$ cat src/dshu_pkg.sv
// ----------------------------------------------------------------------------
// dshu_pkg
// Shared constants and command types for the dual-seed hash UUID block.
// ----------------------------------------------------------------------------
`default_nettype none

package dshu_pkg;

  localparam int unsigned LaneW  = 64;
  localparam int unsigned HalfW  = 32;
  localparam int unsigned ByteW  = 8;
  localparam int unsigned NLanes = 2;
  localparam int unsigned AddrW  = 4;

  // FNV prime is 2^40 + 0x1b3: a shift plus a narrow multiply
  localparam int unsigned  FnvShift = 40;
  localparam logic [8:0]   FnvLow   = 9'h1b3;

  localparam logic [LaneW-1:0] FmixMulA   = 64'hff51afd7ed558ccd;
  localparam logic [LaneW-1:0] FmixMulB   = 64'hc4ceb9fe1a85ec53;
  localparam int unsigned      FmixShift  = 33;

  localparam logic [LaneW-1:0] UpperSeedReset = 64'd14695981039346656037;
  localparam logic [LaneW-1:0] LowerSeedReset = 64'd7809847782465536322;

  // Lane indexes
  localparam int unsigned LaneUpper = 0;
  localparam int unsigned LaneLower = 1;

  // Register indexes (address bit 3 selects the register)
  localparam logic RegUpperSeed = 1'b0;
  localparam logic RegLowerSeed = 1'b1;

  // UUID marks
  localparam logic [3:0] VersionNibble = 4'b1000;
  localparam logic [1:0] VariantBits   = 2'b10;

  // Multiply phases of the partial-product sequence
  typedef enum logic [1:0] {
    PH_LOLO = 2'd0,
    PH_LOHI = 2'd1,
    PH_HILO = 2'd2,
    PH_SUM  = 2'd3
  } mul_phase_e;

  // Commands from controller to datapath
  typedef struct packed {
    logic       fnv_en;     // fold accepted byte into both lanes
    logic       fin_load;   // start finalizer, reload lanes from seeds
    logic       mul_en;     // run one multiply phase
    mul_phase_e phase;
    logic       const_sel;  // 0: first fmix constant, 1: second
    logic       xs_en;      // xor-shift the product back into the work value
    logic       out_load;   // capture the UUID into the output register
  } dshu_cmd_t;

endpackage : dshu_pkg

`default_nettype wire

$ cat src/dshu_ctrl.sv
// ----------------------------------------------------------------------------
// dshu_ctrl
// Sequencer for the hash block: accepts bytes, steps the finalizer through
// two multiply rounds and hands the UUID to the output register.
// ----------------------------------------------------------------------------
`default_nettype none

module dshu_ctrl
  import dshu_pkg::*;
(
  input  logic      clk_i,
  input  logic      rst_ni,
  input  logic      in_valid_i,
  input  logic      final_byte_i,
  output logic      in_stall_o,
  input  logic      out_stall_i,
  output logic      out_valid_o,
  output dshu_cmd_t cmd_o
);

  typedef enum logic [2:0] {
    S_IDLE,
    S_INIT,
    S_MUL,
    S_XS,
    S_OUT
  } state_e;

  state_e     state_q, state_d;
  mul_phase_e phase_q, phase_d;
  logic       round_q, round_d;
  logic       in_stall_q;
  logic       out_valid_q, out_valid_d;
  logic       accept;
  logic       slot_free;

  assign accept    = in_valid_i && (state_q == S_IDLE);
  assign slot_free = !out_valid_q || !out_stall_i;

  // Next state and commands
  always_comb begin
    state_d        = state_q;
    phase_d        = phase_q;
    round_d        = round_q;
    cmd_o          = '0;
    cmd_o.phase    = phase_q;
    cmd_o.const_sel = round_q;
    unique case (state_q)
      S_IDLE: begin
        if (accept) begin
          cmd_o.fnv_en = 1'b1;
          if (final_byte_i) begin
            state_d = S_INIT;
          end
        end
      end
      S_INIT: begin
        cmd_o.fin_load = 1'b1;
        phase_d        = PH_LOLO;
        round_d        = 1'b0;
        state_d        = S_MUL;
      end
      S_MUL: begin
        cmd_o.mul_en = 1'b1;
        if (phase_q == PH_SUM) begin
          state_d = S_XS;
        end else begin
          phase_d = mul_phase_e'(phase_q + 2'd1);
        end
      end
      S_XS: begin
        cmd_o.xs_en = 1'b1;
        phase_d     = PH_LOLO;
        if (round_q) begin
          state_d = S_OUT;
        end else begin
          round_d = 1'b1;
          state_d = S_MUL;
        end
      end
      S_OUT: begin
        if (slot_free) begin
          cmd_o.out_load = 1'b1;
          state_d        = S_IDLE;
        end
      end
      default: begin
        state_d = S_IDLE;
      end
    endcase
  end

  // Output valid: set on load, drop when taken
  always_comb begin
    out_valid_d = out_valid_q;
    if (cmd_o.out_load) begin
      out_valid_d = 1'b1;
    end else if (out_valid_q && !out_stall_i) begin
      out_valid_d = 1'b0;
    end
  end

  // Hold state and registered outputs
  always_ff @(posedge clk_i or negedge rst_ni) begin
    if (!rst_ni) begin
      state_q     <= S_IDLE;
      phase_q     <= PH_LOLO;
      round_q     <= 1'b0;
      in_stall_q  <= 1'b0;
      out_valid_q <= 1'b0;
    end else begin
      state_q     <= state_d;
      phase_q     <= phase_d;
      round_q     <= round_d;
      in_stall_q  <= (state_d != S_IDLE);
      out_valid_q <= out_valid_d;
    end
  end

  assign in_stall_o  = in_stall_q;
  assign out_valid_o = out_valid_q;

endmodule : dshu_ctrl

`default_nettype wire

$ cat config.mk
export PLATFORM = sky130hd
export DESIGN_NAME = dshu_ctrl
export DESIGN_NICKNAME = d
export VERILOG_FILES = /design/src/dshu_pkg.sv /design/src/dshu_ctrl.sv
export SDC_FILE = /design/constraint.sdc
export NUM_CORES = 1
export LEC_CHECK = 0
export ABC_AREA = 1
export ABC_CLOCK_PERIOD_IN_PS = 1890
export BUFFER_PORTS_ARGS = -buffer_cell sky130_fd_sc_hd__buf_2
export CAP_MARGIN = 30
export CELL_PAD_IN_SITES_DETAIL_PLACEMENT = 1
export CELL_PAD_IN_SITES_GLOBAL_PLACEMENT = 2
export CORE_UTILIZATION = 26
export CTS_CLUSTER_SIZE = 30
export DETAILED_ROUTE_END_ITERATION = 10
export PLACE_DENSITY_LB_ADDON = 0.1
export SLEW_MARGIN = 20
export SYNTH_ARGS = -nofsm -noshare
export SYNTH_HDL_FRONTEND = slang
export SYNTH_SLANG_ARGS = --single-unit
export TNS_END_PERCENT = 30
$ cat constraint.sdc
create_clock -name clk_i -period 1.89 [get_ports clk_i]
set_input_delay 0.0945 -clock clk_i [delete_from_list [all_inputs] [get_ports clk_i]]
set_output_delay 0.0945 -clock clk_i [all_outputs]
set_load 0.01 [all_outputs]
# Word level (Yosys, flattened, before mapping)
# Cells that the tools add are included.
# op_classes
reduce_logical	12
n_eq_ne	6
add_sub_neg	1
n_mux	18
# ops
op	n
$mux 3	5
$pmux 3 s5	1
$mux 1	9
$eq 3x2->1 const B	2
$reduce_bool 2->1	3
$pmux 2 s2	1
$eq 3x1->1 const B	1
$eq 3x3->1 const B	1
$logic_not 3->1	1
$reduce_bool 3->1	1
$add 2x1->2 const B	1
$eq 2x2->1 const B	1
$logic_and 1x1->1	2
$logic_not 1->1	2
$mux 2	1
$ne 2x2->1 const B	1
$pmux 1 s2	1
$reduce_and 2->1	1
$reduce_or 2->1	1
$logic_or 1x1->1	1
# word_totals
register_bits	8
output_inout_bits	10

# Logic depth before layout (Yosys ltp)
# depth
word_depth	5
mapped_depth	7
ltp_nobuf	6

# Worst setup path after synthesis
# No wires, ideal clock.
# synth_path
path_kind	register -> register
from	register phase_q[0]
to	register phase_q[0]
t_arrival_ns	0.912
synth_period_minus_slack_ns	1.029
path_stages_with_launch	6
slack_ns	0.861
n_path_buf	0
cell_sequence	dfrtp_1 -> ha_1 -> inv_1 -> nand4_1 -> nand3_1 -> nand2_1
# synth_between
elab_chain_cells	3
elab_cells_between_ends	6
# synth_lines
item	line	source
start: declaration	dshu_ctrl.sv:30	mul_phase_e phase_q, phase_d;
start signal: assignment	dshu_ctrl.sv:113	phase_q <= phase_d;
$add 2x1->2 or $eq 2x2->1 (tied branches)	dshu_ctrl.sv:68, dshu_ctrl.sv:65	
$mux 2 or $ne 2x2->1 (tied branches)	--	
$pmux 2 s2 or $reduce_and 2->1 (tied branches)	--	
# Several ways; a longest one is shown, not always the timed one. The select of a mux whose other input is x is not followed.
# A chain may end at the register's enable or synchronous reset.

==> flow_summary.ini <==
[clocking]
cts_tree = built
cts-buffers-inserted = 3
hold_buffers = 1
clk_path_buf_depth = 2
postCtsSetupBuffers = 0
cts_resized = 0
cts_max_level = 1
clock-root-buffer = clkbuf_4
clk_latency_ns = 0.25
cts.sinks = 8
clk_pin_slew_worst_paths_ns = 0.06

[floorplanning]
die_x_um = 42.7
rows = 14
die-area_um2 = 1830
start_util_pct = 28.3
core-area_um2 = 1520
num_io_pins = 15
die_h_um = 42.7

[synthesis]
ys_ff_latch = 8
synthArstFlopShare_pct = 100
synth_most_common_cell = nand2_1
synth-xor-area-share_pct = 0
syn_nets = 61
post-synth-top-area-cell = dfrtp_1
syn_avg_cell_area_um2 = 7.85
synth_compound_area_share_pct = 1.16
synth_top_family_by_area = simple AND/OR/NAND/NOR gates
syn_inst = 55
ys_seq_area_share_pct = 46.4
ys_warn_count = 0
synthesis.area_um2 = 432
synth.top_cells.by_count = nand2_1, dfrtp_1, inv_1, nand3_1, nor2_1
ys_types = 13
synth_top_area_share_pct = 46.4
yosys.area_share.simple_pct = 35.4
synth_area_leaders = dfrtp_1, nand2_1, nand3_1
synth-edff-count = 0
muxShareOfSynthArea_pct = 0
ys.flop_type = dfrtp_1
synth_fa_ha_area_share_pct = 2.90

[route]
vias = 380
route.detailed.drc = 0
wire_per_inst_um = 11.2
drtAntennaViolNets = 0
drt_iter0_markers = 5
drt-pass1-iter-count = 2
drt-total-wl_um = 956
drt-vias-per-instance = 4.47

[run]
drv_cap = 0

[global_route]
grt_usage_pct = 13.2
grt_overflow_total = 0
grt_max_degree = 9
grt_pass1_wl_mm = 1.76
grt_antenna_before_repair = 0
grt_pass1_vias = 381

[layout]
fillers = 196
drive_above_1_share_pct = 36.2
final_nets = 77
area_delta_synth_final_pct = 22.0
multi_input_area_um2 = 170
fin_area_um2 = 527
register_area_um2 = 200
insertedDiodeCount = 0

[timing]
final-setup-viol-count = 0
fin_skew_ns = 0.000355
rsz0062_at_grt = no
max_freq_ghz = 0.770
period_share_pct = 68.7
worst_pin_slew_ns = 0.255
min_period_ns = 1.30
drv_slew = 0
hold_violations = 0
relSlewSlack_pct = 83.0
setup_tns_ns = 0

[power_and_ir_drop]
cellLeakagePower_uw = 0.000315
finalPower_uw = 871
vdd_drop_max_mv = 0.566
p_per_area_nw_per_um2 = 1650

[critical_path]
cpPeakStageDelay_ns = 0.41
start_kind = flip-flop
crit_type = flip-flop to output port
crit_fanout = 8
worstReg2RegEnd = phase_q[0]
timing.rr.start = phase_q[0]
r2r_slack_ns = 0.80
cp-end-kind = output port
cp.arrival_ns = 1.20
path_cells = inv_2 -> nand2_2 -> nor2_1 -> buf_2
critPathSlowestCell = dfrtp_1
r2r_cells = 5
critical_path_required_ns = 1.80

[placed_design]
routabilityCongestion = 0.674
postPlaceCellArea_um2 = 494
io_buffers = 14
dp_hpwl_um = 755

[hold_path]
hold_class = input pin to flip-flop
hold_path_depth = 3
min_from = out_stall_i
hold_end = out_valid_o

[run_status]
status = finished, final reports clean
==> sequential cells by signal, summed over array words and instances, names as in the netlist <==
name and count:
state_q 3, phase_q 2, round_q 1, out_valid_o 1, in_stall_o 1
==> report_power, final <==
part | switching, µW | total [µW] | internal, µW
sequential | 74.5 | 317 | 243
combinational | 257 | 422 | 164
clock | 59.6 | 132 | 72.8
total | 391 | 871 | 480
==> area by class of cell <==
type,count,area share (%)
flip-flops and latches,8,38.0
multi-input cells,34,32.3
repair buffers,15,15.2
inverters,9,6.41
clock buffers,3,4.28
well taps,16,3.80
==> metal layers <==
layer / global-route usage [%] / vias to the layer above / share of wire (%)
met1: 20.7 / 171 / 53
met2: 15.2 / 7 / 41
li1: - / 200 / -
met3: 1.28 / 2 / 4.3
met5: 0 / - / 0
met4: 11.3 / 0 / 1.0
==> cell usage in the layout (no fill, tap or decap) <==
master	netlist	final
a21oi_1	1	1
dfrtp_1	8	8
nand2_1	10	10
inv_1	7	7
inv_2	2	2
clkbuf_4	0	3
nor2_1	6	6
ha_1	1	1
nor2_2	3	3
nand2_2	3	3
buf_2	1	14
nand4_1	4	4
dlygate4sd3_1	0	1
nand3_1	6	6
==> metrics by stage <==
stage          cells  setup WS (ns)  util (%)  hold slack (ns)
2_1_floorplan     55          0.861         -           -0.201
6_report          85          0.591      34.6           0.0628
5_1_grt           85          0.452      34.6           0.0942
3_5_place_dp      81          0.817      32.4          -0.0519
4_1_cts           85          0.579      34.6           0.0677
3_3_place_gp      81          0.803      32.4          -0.0504
==> worst max-delay path: cells and delay by family, from the launching register on <==
kind,cells,cell delay [ns]
buffers and inverters,2,0.30
DFF,1,0.41
and+or+nand+nor,2,0.24
==> worst max-delay path by stage <==
stage,start,end,slack [ns],cells after the start
floorplan,phase_q[0],phase_q[0],0.86,5
global placement,state_q[2],cmd_o[6],0.80,4
detailed placement,phase_q[0],phase_q[0],0.82,5
CTS,state_q[2],cmd_o[6],0.58,4
global route,state_q[1],cmd_o[0],0.45,4
finish,state_q[2],cmd_o[6],0.59,4
==> cell families (layout without fill, tap and decap cells) <==
kind of cell / Yosys count / in the layout
buffers and inverters: 13 / 27
AO/OA/AOI/OAI: 1 / 1
flip-flops: 8 / 8
adder cells (fa/ha/maj): 1 / 1
AND/OR/NAND/NOR: 32 / 32
(Power assumes the default switching activity.)
